--- config.mk ---
export PLATFORM = sky130hd
export DESIGN_NAME = allocation_bitmap_find_set_unit
export DESIGN_NICKNAME = d
export VERILOG_FILES = /design/src/sv/abfs_pkg.sv /design/src/sv/abfs_ram.sv /design/src/sv/allocation_bitmap_find_set_unit.sv
export SDC_FILE = /design/constraint.sdc
export NUM_CORES = 2
export LEC_CHECK = 0
export ABC_AREA = 1
export BUFFER_PORTS_ARGS = -buffer_cell sky130_fd_sc_hd__buf_4
export CAP_MARGIN = 0
export CORE_MARGIN = 4
export CORE_UTILIZATION = 55
export CTS_CLUSTER_DIAMETER = 60
export CTS_CLUSTER_SIZE = 8
export DETAILED_ROUTE_END_ITERATION = 7
export PLACE_DENSITY_LB_ADDON = 0.08
export SYNTH_ARGS = -nofsm -noshare
export SYNTH_HDL_FRONTEND = slang
export SYNTH_HIERARCHICAL = 1
export SYNTH_SLANG_ARGS = --single-unit
--- constraint.sdc ---
create_clock -name clk -period 10 [get_ports clk]
set_clock_uncertainty 0.2 [all_clocks]
set_input_delay 1 -clock clk [delete_from_list [all_inputs] [get_ports clk]]
set_output_delay 1 -clock clk [all_outputs]
set_load 0.05 [all_outputs]
--- src/sv/abfs_pkg.sv ---
package abfs_pkg;

    localparam int MAX_BITS   = 1024;
    localparam int WORD_W     = 64;
    localparam int RAM_DEPTH  = MAX_BITS / WORD_W;
    localparam int WADDR_W    = $clog2(RAM_DEPTH);
    localparam int OFF_W      = $clog2(WORD_W);
    localparam int POS_W      = 10;
    localparam int CNT_W      = 11;
    localparam int BYTE_W     = 8;
    localparam int BYTE_SEL_W = $clog2(WORD_W / BYTE_W);
    localparam int BIT_SEL_W  = $clog2(BYTE_W);

    typedef enum logic [1:0] {
        OP_READ  = 2'd0,
        OP_WRITE = 2'd1,
        OP_FIND  = 2'd2,
        OP_NONE  = 2'd3
    } opcode_t;

    typedef enum logic [1:0] {
        ST_OK       = 2'd0,
        ST_RANGE    = 2'd1,
        ST_NOTFOUND = 2'd2
    } status_t;

    typedef struct packed {
        opcode_t          opcode;
        logic [POS_W-1:0] position;
        logic             bit_value;
    } req_t;

    typedef struct packed {
        status_t           status_code;
        logic [POS_W-1:0]  found_position;
        logic              read_bit;
        logic [BYTE_W-1:0] entry_byte;
    } rsp_t;

endpackage

--- src/sv/abfs_ram.sv ---
module abfs_ram #(
    parameter int WIDTH = 8,
    parameter int DEPTH = 16,
    localparam int AW = $clog2(DEPTH)
) (
    input  logic             clk,
    input  logic             we,
    input  logic [AW-1:0]    waddr,
    input  logic [WIDTH-1:0] wdata,
    input  logic [AW-1:0]    raddr,
    output logic [WIDTH-1:0] rdata
);

    logic [WIDTH-1:0] mem [DEPTH];

    always_ff @(posedge clk)
    begin
        if (we)
        begin
            mem[waddr] <= wdata;
        end
        rdata <= mem[raddr];
    end

endmodule

--- src/sv/allocation_bitmap_find_set_unit.sv ---
// allocation bitmap with first-match search. the bitmap (1024 bits) lives in a
// 16 x 64-bit synchronous ram; a valid bit per ram word, cleared at reset, makes
// an unwritten word read as all zeros, so there is no clearing pass after reset.
// each request transaction carries an opcode: read one bit, write one bit (the
// updated byte holding it is returned), or find the first position at or after
// the start whose bit equals bit_value. for read, write and find, positions at or
// beyond bits_in_use (saturated to 1024) answer out of range; the unused opcode
// always answers ok. one request is worked on at a time.
// read and write go from acceptance through the access and response states to
// the response register; a find scans one 64-bit word per cycle, set by the one
// ram read port streaming a word per cycle, then enters the response state.
// the response register lets the next request be accepted while a result
// still waits on rsp_stall. bits_in_use is written through cfg_write/cfg_data.
module allocation_bitmap_find_set_unit
    import abfs_pkg::*;
(
    input  logic             clk,
    input  logic             rst_n,
    input  logic             req_valid,
    output logic             req_stall,
    input  req_t             req_data,
    output logic             rsp_valid,
    input  logic             rsp_stall,
    output rsp_t             rsp_data,
    input  logic             cfg_write,
    input  logic [CNT_W-1:0] cfg_data
);

    typedef enum logic [1:0] {
        S_IDLE,
        S_ACCESS,
        S_FIND,
        S_RESP
    } state_t;

    // lowest set bit of a word
    function automatic logic [OFF_W-1:0] lowest_set(input logic [WORD_W-1:0] v);
        logic [OFF_W-1:0] idx;
        idx = '0;
        for (int i = WORD_W - 1; i >= 0; i--)
        begin
            if (v[i])
            begin
                idx = OFF_W'(i);
            end
        end
        return idx;
    endfunction

    state_t               state_reg, state_next;
    req_t                 req_reg, req_next;
    logic [WADDR_W-1:0]   cur_reg, cur_next;
    logic                 first_reg, first_next;
    rsp_t                 res_reg, res_next;
    logic                 rsp_valid_reg, rsp_valid_next;
    rsp_t                 rsp_reg, rsp_next;
    logic [CNT_W-1:0]     bits_in_use_reg, bits_in_use_next;
    logic [RAM_DEPTH-1:0] valid_reg, valid_next;
    logic                 rd_valid_reg, rd_valid_next;

    logic                 ram_we;
    logic [WORD_W-1:0]    ram_wdata;
    logic [WADDR_W-1:0]   ram_raddr;
    logic [WORD_W-1:0]    ram_rdata;

    logic [CNT_W-1:0]     count;
    logic [WORD_W-1:0]    word_data;
    logic [OFF_W-1:0]     offset;
    logic [WORD_W-1:0]    bit_mask;
    logic [WORD_W-1:0]    new_word;
    logic [BYTE_W-1:0]    new_byte;
    logic [WORD_W-1:0]    match;
    logic [WORD_W-1:0]    start_mask;
    logic [WORD_W-1:0]    limit_mask;
    logic [WORD_W-1:0]    cand;
    logic [CNT_W-1:0]     next_base;
    logic                 out_free;

    abfs_ram #(
        .WIDTH (WORD_W),
        .DEPTH (RAM_DEPTH)
    ) u_ram (
        .clk   (clk),
        .we    (ram_we),
        .waddr (cur_reg),
        .wdata (ram_wdata),
        .raddr (ram_raddr),
        .rdata (ram_rdata)
    );

    // effective bit count, saturated
    assign count = (bits_in_use_reg > CNT_W'(MAX_BITS)) ? CNT_W'(MAX_BITS) : bits_in_use_reg;

    // never-written words read as zero
    assign word_data = rd_valid_reg ? ram_rdata : '0;

    // single-bit update for a write
    assign offset   = req_reg.position[OFF_W-1:0];
    assign bit_mask = WORD_W'(1) << offset;
    assign new_word = req_reg.bit_value ? (word_data | bit_mask) : (word_data & ~bit_mask);
    assign new_byte = new_word[{offset[OFF_W-1:BIT_SEL_W], BIT_SEL_W'(0)} +: BYTE_W];
    assign ram_wdata = new_word;

    // find: matching bits, clipped to start position and bit count
    assign match      = req_reg.bit_value ? word_data : ~word_data;
    assign start_mask = first_reg ? ({WORD_W{1'b1}} << offset) : {WORD_W{1'b1}};
    assign limit_mask = ({1'b0, cur_reg} < count[CNT_W-1:OFF_W])
                      ? {WORD_W{1'b1}} : ~({WORD_W{1'b1}} << count[OFF_W-1:0]);
    assign cand       = match & start_mask & limit_mask;
    assign next_base  = {({1'b0, cur_reg} + (WADDR_W + 1)'(1)), OFF_W'(0)};

    assign out_free  = !rsp_valid_reg || !rsp_stall;
    assign ram_raddr = (state_reg == S_IDLE) ? req_data.position[POS_W-1:OFF_W]
                                             : cur_reg + WADDR_W'(1);

    assign req_stall = (state_reg != S_IDLE);
    assign rsp_valid = rsp_valid_reg;
    assign rsp_data  = rsp_reg;

    always_comb
    begin
        state_next       = state_reg;
        req_next         = req_reg;
        cur_next         = cur_reg;
        first_next       = first_reg;
        res_next         = res_reg;
        rsp_valid_next   = rsp_valid_reg;
        rsp_next         = rsp_reg;
        bits_in_use_next = bits_in_use_reg;
        valid_next       = valid_reg;
        rd_valid_next    = valid_reg[ram_raddr];
        ram_we           = 1'b0;

        if (cfg_write)
        begin
            bits_in_use_next = cfg_data;
        end

        // response taken downstream
        if (rsp_valid_reg && !rsp_stall)
        begin
            rsp_valid_next = 1'b0;
        end

        case (state_reg)
            S_IDLE:
            begin
                if (req_valid)
                begin
                    req_next   = req_data;
                    cur_next   = req_data.position[POS_W-1:OFF_W];
                    first_next = 1'b1;
                    res_next.status_code    = ST_OK;
                    res_next.found_position = req_data.position;
                    res_next.read_bit       = 1'b0;
                    res_next.entry_byte     = '0;
                    // the unused opcode never checks the range
                    if (req_data.opcode != OP_NONE && {1'b0, req_data.position} >= count)
                    begin
                        res_next.status_code = ST_RANGE;
                        state_next = S_RESP;
                    end
                    else if (req_data.opcode == OP_FIND)
                    begin
                        state_next = S_FIND;
                    end
                    else
                    begin
                        state_next = S_ACCESS;
                    end
                end
            end
            S_ACCESS:
            begin
                case (req_reg.opcode)
                    OP_READ:
                    begin
                        res_next.read_bit = word_data[offset];
                    end
                    OP_WRITE:
                    begin
                        res_next.entry_byte = new_byte;
                        ram_we              = 1'b1;
                        valid_next[cur_reg] = 1'b1;
                    end
                    default:
                    begin
                        res_next.read_bit = 1'b0;
                    end
                endcase
                state_next = S_RESP;
            end
            S_FIND:
            begin
                first_next = 1'b0;
                cur_next   = cur_reg + WADDR_W'(1);
                if (|cand)
                begin
                    res_next.found_position = {cur_reg, lowest_set(cand)};
                    state_next = S_RESP;
                end
                else if (next_base >= count)
                begin
                    res_next.status_code = ST_NOTFOUND;
                    state_next = S_RESP;
                end
            end
            S_RESP:
            begin
                if (out_free)
                begin
                    rsp_next       = res_reg;
                    rsp_valid_next = 1'b1;
                    state_next     = S_IDLE;
                end
            end
            default:
            begin
                state_next = S_IDLE;
            end
        endcase
    end

    always_ff @(posedge clk or negedge rst_n)
    begin
        if (!rst_n)
        begin
            state_reg       <= S_IDLE;
            req_reg         <= '0;
            cur_reg         <= '0;
            first_reg       <= 1'b0;
            res_reg         <= '0;
            rsp_valid_reg   <= 1'b0;
            rsp_reg         <= '0;
            bits_in_use_reg <= CNT_W'(MAX_BITS);
            valid_reg       <= '0;
            rd_valid_reg    <= 1'b0;
        end
        else
        begin
            state_reg       <= state_next;
            req_reg         <= req_next;
            cur_reg         <= cur_next;
            first_reg       <= first_next;
            res_reg         <= res_next;
            rsp_valid_reg   <= rsp_valid_next;
            rsp_reg         <= rsp_next;
            bits_in_use_reg <= bits_in_use_next;
            valid_reg       <= valid_next;
            rd_valid_reg    <= rd_valid_next;
        end
    end

    // an accepted transaction always leaves idle
    assert property (@(posedge clk) disable iff (!rst_n)
        req_valid && !req_stall |=> state_reg != S_IDLE)
        else $error("request accepted but unit stayed idle");

    // the scan advances exactly one word per cycle
    assert property (@(posedge clk) disable iff (!rst_n)
        state_reg == S_FIND && $past(state_reg) == S_FIND
        |-> cur_reg == $past(cur_reg) + WADDR_W'(1))
        else $error("find scan did not advance by one word");

    // read bit and written byte never both reported
    assert property (@(posedge clk) disable iff (!rst_n)
        rsp_valid_reg && rsp_reg.read_bit |-> rsp_reg.entry_byte == '0)
        else $error("read response carries a write byte");

endmodule
Word-level counts from Yosys, hierarchy flattened. Memories as Yosys holds them, arrays and structs flattened. A register that Yosys moved wholly into a read port is not among the register bits. Index checks and enable logic that the tools add are counted.

Register bits: 87. Memories kept: 1. Logic and storage cells: 180. Input bits: 29. Output and inout port bits: 23. Memory bits (writable): 1024.

Order comparisons: 8. Bitwise operators: 8. Add/subtract/negate cells: 2. Reductions and logical operators: 21. Mux-type cells: 104. Shifts and indexed selects: 4. Equal/unequal tests: 14.

Memories: u_ram.mem (depth 16, bits a word 64, rd ports 1, clocked after Yosys merged registers in 1, wr ports 1, line abfs_ram.sv:14) `logic [WIDTH-1:0] mem [DEPTH];`.

Operator list (count): 2-to-1 mux 6 bit (64); 2-to-1 mux 64 bit (5); bitwise AND 64 bit (3); NOT 64 bit (3); << shifter 64 x 6 -> 64 bit, first input constant (2); bitwise OR 64 bit (1); OR reduction 64 bit (1); variable part select 64 x 7 -> 8 bit (1); << shifter 1 x 6 -> 64 bit, first input constant (1); case mux 12 bit (2 select lines) (1); 2-to-1 mux 21 bit (1); case mux 9 bit (2 select lines) (1); 2-to-1 mux 2 bit (8); bitwise OR 16 bit (1); != test 2 bit, second input constant (7); 2-to-1 mux 1 bit (12); AND reduction 3 bit (4); greater-or-equal comparator 10 x 11 -> 1 bit (1); greater-or-equal comparator 11 bit (1); > comparator 11 bit, second input constant (1); 2-to-1 mux 11 bit (1); < comparator 4 x 5 -> 1 bit, second input constant (2); 2-to-1 mux 10 bit (1); 2-to-1 mux 4 bit (2); other kinds (23) (36).

Logic depth before layout (Yosys ltp).
Depth after elaboration: 72. Mapped depth: 75.

By module. Netlist, hierarchy kept.

By module, submodules not included: abfs_ram (sequential area each 32030.7 µm², area each 45285.9 µm², times used 1, cells each 4210); allocation_bitmap_find_set_unit (sequential area each 2178.3 µm², area each 9297.7 µm², times used 1, cells each 1502).

Worst setup path before layout. OpenSTA, ideal clock, no wires.

Path type: flip-flop to flip-flop. Start: reg state_reg[1]. End: mem u_ram/mem[12][0] (netlist name), enable pin. Arrival time: 4.282 ns. Slack: 5.031 ns. Cell stages (with the launch flop): 7. Path through: dfrtp_1 -> inv_1 -> ha_1 -> inv_1 -> nor3_1 -> nand3_1 -> nor2_1.

Word-level cells in the longest chain between the ends: 4.

Ends and longest elaborated chain: start: declaration (line allocation_bitmap_find_set_unit.sv:50) `state_t state_reg, state_next;`; start signal: assignment (line allocation_bitmap_find_set_unit.sv:241) `state_reg <= state_next;`; equality test 2 x 1 -> 1 bit (line allocation_bitmap_find_set_unit.sv:145) `case (state_reg)`; 2-to-1 mux 1 bit (line allocation_bitmap_find_set_unit.sv:145); via ram_we (line allocation_bitmap_find_set_unit.sv:61) `logic ram_we;`; 2-to-1 mux 1 bit (line abfs_ram.sv:18) `if (we)`; 2-to-1 mux 1 bit (not written as such) (line abfs_ram.sv:20) `mem[waddr] <= wdata;`; end: declaration (line abfs_ram.sv:14).

The timed path passes the listed nets, and every way through them passes these cells.

Final worst setup path.
Start: reg bits_in_use_reg[4]. End: reg res_reg[9] (netlist name).

Word-level cells in the longest chain between the ends: 72. Elaborated cells between the ends (all ways): 76.

Ends and longest elaborated chain: start: declaration (line allocation_bitmap_find_set_unit.sv:57) `logic [CNT_W-1:0] bits_in_use_reg, bits_in_use_next;`; start signal: assignment (line allocation_bitmap_find_set_unit.sv:235) `bits_in_use_reg <= CNT_W'(MAX_BITS);`; start signal: assignment (line allocation_bitmap_find_set_unit.sv:248) `bits_in_use_reg <= bits_in_use_next;`; > comparator 11 bit (line allocation_bitmap_find_set_unit.sv:92) `assign count = (bits_in_use_reg > CNT_W'(MAX_BITS)) ? CNT_W'(MAX_BITS) : bits_in_use_reg;`; 2-to-1 mux 11 bit * (line allocation_bitmap_find_set_unit.sv:92); << shifter 64 x 6 -> 64 bit (line allocation_bitmap_find_set_unit.sv:108) `? {WORD_W{1'b1}} : ~({WORD_W{1'b1}} << count[OFF_W-1:0]);`; NOT 64 bit (line allocation_bitmap_find_set_unit.sv:108); 2-to-1 mux 64 bit * (line allocation_bitmap_find_set_unit.sv:108); bitwise AND 64 bit * (line allocation_bitmap_find_set_unit.sv:109) `assign cand = match & start_mask & limit_mask;`; 2-to-1 mux 6 bit (64 in a row) (line allocation_bitmap_find_set_unit.sv:42) `if (v[i])`; 2-to-1 mux 10 bit (line allocation_bitmap_find_set_unit.sv:197) `if (|cand)`; case mux 12 bit (2 select lines) (line allocation_bitmap_find_set_unit.sv:145); end signal: assignment (line allocation_bitmap_find_set_unit.sv:245) `res_reg <= res_next;`; end: declaration (line allocation_bitmap_find_set_unit.sv:54) `rsp_t res_reg, res_next;`.

Mark *: on every way between the ends. The rest lies on a longest branch, timed or not. The select of a mux whose other input is x is not followed. A chain may end at the register's enable or synchronous reset.

==> results.md <==
- The global route total overflow is 0.
- The flow ran to the end, and the final reports show no timing, DRC or antenna violations.
- The floorplan step defined a die boundary enclosing about 0.10 mm^2.
- The final hold violation count is 0.
- Max-cap violations in this run came to 0.
- Ranked by total cell area, the synthesized netlist is headed by sky130_fd_sc_hd__edfxtp_1 56%, sky130_fd_sc_hd__nand2_1 12%, sky130_fd_sc_hd__nand3_1 7.5%, sky130_fd_sc_hd__inv_1 6.5%, sky130_fd_sc_hd__dfrtp_1 3.9%.
- By instance count, the cell type seen most on the critical path is sky130_fd_sc_hd__nand2_1.
- The share of synthesized area in the top cell type comes to between 50% and 60%.
- The shortest period the worst path allows is 6.57 ns.
- In the routed layout, each cell is associated on average with a via count of approximately 5.6.
- For flop-to-flop paths, the worst setup slack is 3.43 ns.
- The slew at the pin closest to its max-slew limit is about 1.3 ns.
- Averaged over all synthesized cells, the footprint is roughly 9.6 um^2.
- The cell count after synthesis is 5712.
- The number of flip-flops under the largest register name is 1024.
- The leakage dissipation is 26.5 nW.
- The worst path uses ~66% of the clock period.
- Setup repair after global routing left no endpoint under its margin.
- The via count of the first global-routing pass was 37579.
- The worst setup path is of the register to register kind.
- The quantity of hold-fixing buffers added after cts is 1.
- The cell with the biggest individual delay on the critical path is sky130_fd_sc_hd__clkinv_1.
- In this run the worst path has a maximum fanout of 19.
- Final hold analysis gives a worst-case slack of 0.257 ns.
- The placement row count is 115.
- The overall die width is between 300 and 400 um.
- The detailed router finished its first iteration with roughly 4700 violations.
- After detailed routing, the number of remaining DRC violations is 0.
- During placement, the flow inserted port buffers numbering 51.
- The number of max-slew violations in the final report was 0.
- The buffer depth of the longest clock path is 3.
- The cell taking the most area after synthesis is sky130_fd_sc_hd__edfxtp_1.
- The number of setup buffers added after CTS is 0.
- After clock tree synthesis, the clock-pin slew on the worst setup and hold paths is 0.06 ns.
- The total nets after synthesis is 5768.
- For this run, asynchronously set or reset flops after synthesis account for between 7 and 8%.
- In this run the tightest slew margin relative to its limit is 15.2%.
- Sequential elements use 62.7% of the synthesized area.
- After routing, the total negative slack on setup checks comes to 0 ns.
- The count of flip-flops with a built-in enable after synthesis is 1024.
- The TritonCTS clock tree is built.
- In the global route stage, met2 resource usage came out at 49.8%.
- Cells with a size suffix above 1 make up 7.11% of the layout.
- The worst setup path is captured at a register.
- The final route contains 40328 vias.
- By count the netlist is led by 1758 x sky130_fd_sc_hd__nand2_1, 1024 x sky130_fd_sc_hd__edfxtp_1, 942 x sky130_fd_sc_hd__inv_1.
- The die height is 323 um.
- In this run the most used layer during global routing was met2.
- The leading cell type by number of instances after synthesis is sky130_fd_sc_hd__nand2_1.
- The class of the tightest hold or removal check is register to register.
- The number of detailed-route iterations in the first pass is 7.
- The core box area is 0.0984 mm^2.
- The total standard cell area after synthesis is 0.0546 mm^2.
- The area growth from synthesis to layout is 11.3%.
- The netlist uses 67 different library cells.
- Counting the fill cells in the layout gives 8130.
- STA puts the critical path data arrival time at 7.01 ns.
- In this design, the stage delay of the slowest critical-path cell is 0.57 ns.
- The initial antenna violation count came to 6.
- Once detail routing completed, the nets flagged for antenna violations numbered 0.
- Synthesis inferred approximately 1200 register bits.
- Gates resized during post-CTS repair numbered 0.
- The achievable frequency is around 0.15 GHz.
- The TritonCTS buffer count is roughly 170.
- The maximum number of pins on one net before global-route repair is 217.
- The most flop-heavy register is u_ram/mem.
- For this block, the routed nets add up to 170000 um of wire.
- Data on the critical path is required at its endpoint by 10.44 ns.
- The clock root buffer master is sky130_fd_sc_hd__clkbuf_16.
- The largest registers in the layout are u_ram/mem: 1024 flops, u_ram/rdata: 64 flops.
- The initial utilization of the core area, before any placement, comes to 55.5%.
- The peak supply drop is 0.375 mV.
- After detailed routing, the average wire length per cell comes to 23.8 um.
- The power density over the cells is 371 mW/mm^2.
- The sort of element at the start of the critical path is a register.
- The clock latency of the later-clocked register in the worst-skew pair is 0.77 ns.
- In the final design database the tool counted 5813 nets.
- The routability-driven placement congestion ratio is 1.01.
- The number of clock sinks is 1175.
- The overall fraction of global-route tracks in use is 32.6%.
- The maximum level of the CTS H-tree is 4.
- The number of setup violations in the final report is 0.
- Once detailed placement completed, the half-perimeter wirelength came to a little under 100000 um.
- For this run, global-route usage on met1 was measured as 47.5%.
- The I/O pin count is 52.
- The met3 routing resource usage after global routing is under 10%.
- The number of synthesis warnings is 6.
- The first global-routing pass estimated around 250000 um of wire.
- The most used flip-flop cell after synthesis is sky130_fd_sc_hd__edfxtp_1.
## cell families (layout without fill, tap and decap cells)
| family | after synthesis | count (layout) | share of synthesized area (%) |
|---|---|---|---|
| XOR/XNOR | 41 | 41 | 0.658 |
| AO/OA/AOI/OAI | 415 | 415 | 4.61 |
| adder cells (fa/ha/maj) | 27 | 27 | 0.619 |
| buffers and inverters | 1235 | 1392 | 9.77 |
| multiplexers | 6 | 6 | 0.124 |
| other | 0 | 1 | 0 |
| flip-flops | 1175 | 1175 | 62.7 |
| AND/OR/NAND/NOR | 2813 | 2813 | 21.6 |
## through the flow
stage	area (um^2)	setup WS [ns]	cells	total power, W	util [%]
finish	60700	3.43	7157	0.0226	61.7
global route	60700	2.74	7156	0.0238	61.7
CTS	60700	3.51	7156	0.0225	61.7
detailed placement	55800	3.55	6874	0.0172	56.7
global placement	55800	3.47	6874	0.0172	56.7
floorplan	54600	5.03	5712	0.0138	-
## layout make-up
cell class                      count  area, um^2  share of cell area [%]
Antenna cell                        1        2.50                 0.00412
Clock buffer                      265        4620                    7.61
Clock inverter                     16         260                   0.429
Inverter                          954        3620                    5.96
Multi-Input combinational cell   3302       15200                    25.0
Sequential cell                  1175       34200                    56.3
Tap cell                         1287        1610                    2.65
Timing Repair Buffer              157        1190                    1.97
## cell usage in the layout (no fill, tap or decap), types with 5 or more instances in the layout
cell type and n:
sky130_fd_sc_hd__edfxtp_1 1024, sky130_fd_sc_hd__nor2_4 19, sky130_fd_sc_hd__buf_4 155, sky130_fd_sc_hd__nand2_1 1758, sky130_fd_sc_hd__nand4_1 6, sky130_fd_sc_hd__nand3_1 816, sky130_fd_sc_hd__o21ai_0 160, sky130_fd_sc_hd__ha_1 27
sky130_fd_sc_hd__mux2_2 6, sky130_fd_sc_hd__clkinv_1 7, sky130_fd_sc_hd__o2111ai_1 13, sky130_fd_sc_hd__a221oi_1 12, sky130_fd_sc_hd__o21bai_1 9, sky130_fd_sc_hd__or2_2 5, sky130_fd_sc_hd__nor2_2 5, sky130_fd_sc_hd__o21ai_1 14
sky130_fd_sc_hd__xor2_1 41, sky130_fd_sc_hd__a31oi_1 14, sky130_fd_sc_hd__nor2_1 166, sky130_fd_sc_hd__o221ai_1 15, sky130_fd_sc_hd__o22ai_1 27, sky130_fd_sc_hd__nor3_1 19, sky130_fd_sc_hd__a21oi_1 82, sky130_fd_sc_hd__dfrtp_1 84
sky130_fd_sc_hd__clkinv_8 6, sky130_fd_sc_hd__dfxtp_1 64, sky130_fd_sc_hd__a22oi_1 12, sky130_fd_sc_hd__inv_1 939, sky130_fd_sc_hd__clkbuf_1 94, sky130_fd_sc_hd__o21a_1 10, sky130_fd_sc_hd__o211ai_1 11, sky130_fd_sc_hd__clkbuf_16 170
## path summary, 6_finish.rpt
| check | from | to | cells after the start |
|---|---|---|---|
| worst max-delay path | bits_in_use_reg[4] | res_reg[9] | 62 |
| worst min-delay path | valid_reg[15] | valid_reg[15] | 2 |
| worst max register to register | bits_in_use_reg[4] | res_reg[9] | 62 |
| worst min register to register | valid_reg[15] | valid_reg[15] | 2 |
| max in group asynchronous | rst_n | req_reg[0] | 3 |
| min in group asynchronous | rst_n | res_reg[17] | 2 |
## power breakdown
group	internal, W	switching (W)	total (W)
Combinational	0.00271	0.00799	0.0107
Clock	0.00317	0.00207	0.00523
Sequential	0.00634	0.000272	0.00661
## critical path: cells and delay by family, from the launching register on
| family | cells | cell delay, ns |
|---|---|---|
| fa+ha+maj | 1 | 0.34 |
| compound gates | 3 | 0.38 |
| flops | 1 | 0.48 |
| simple gates | 54 | 4.00 |
| buf+inv | 4 | 1.04 |
## layer usage
layer | part of all wire (%) | up-vias
li1 | - | 18714
met1 | 43 | 19407
met2 | 45 | 1864
met3 | 8.6 | 343
met4 | 3.6 | 0
met5 | 0 | -
No activity file was read; power rests on OpenSTA's default activity.
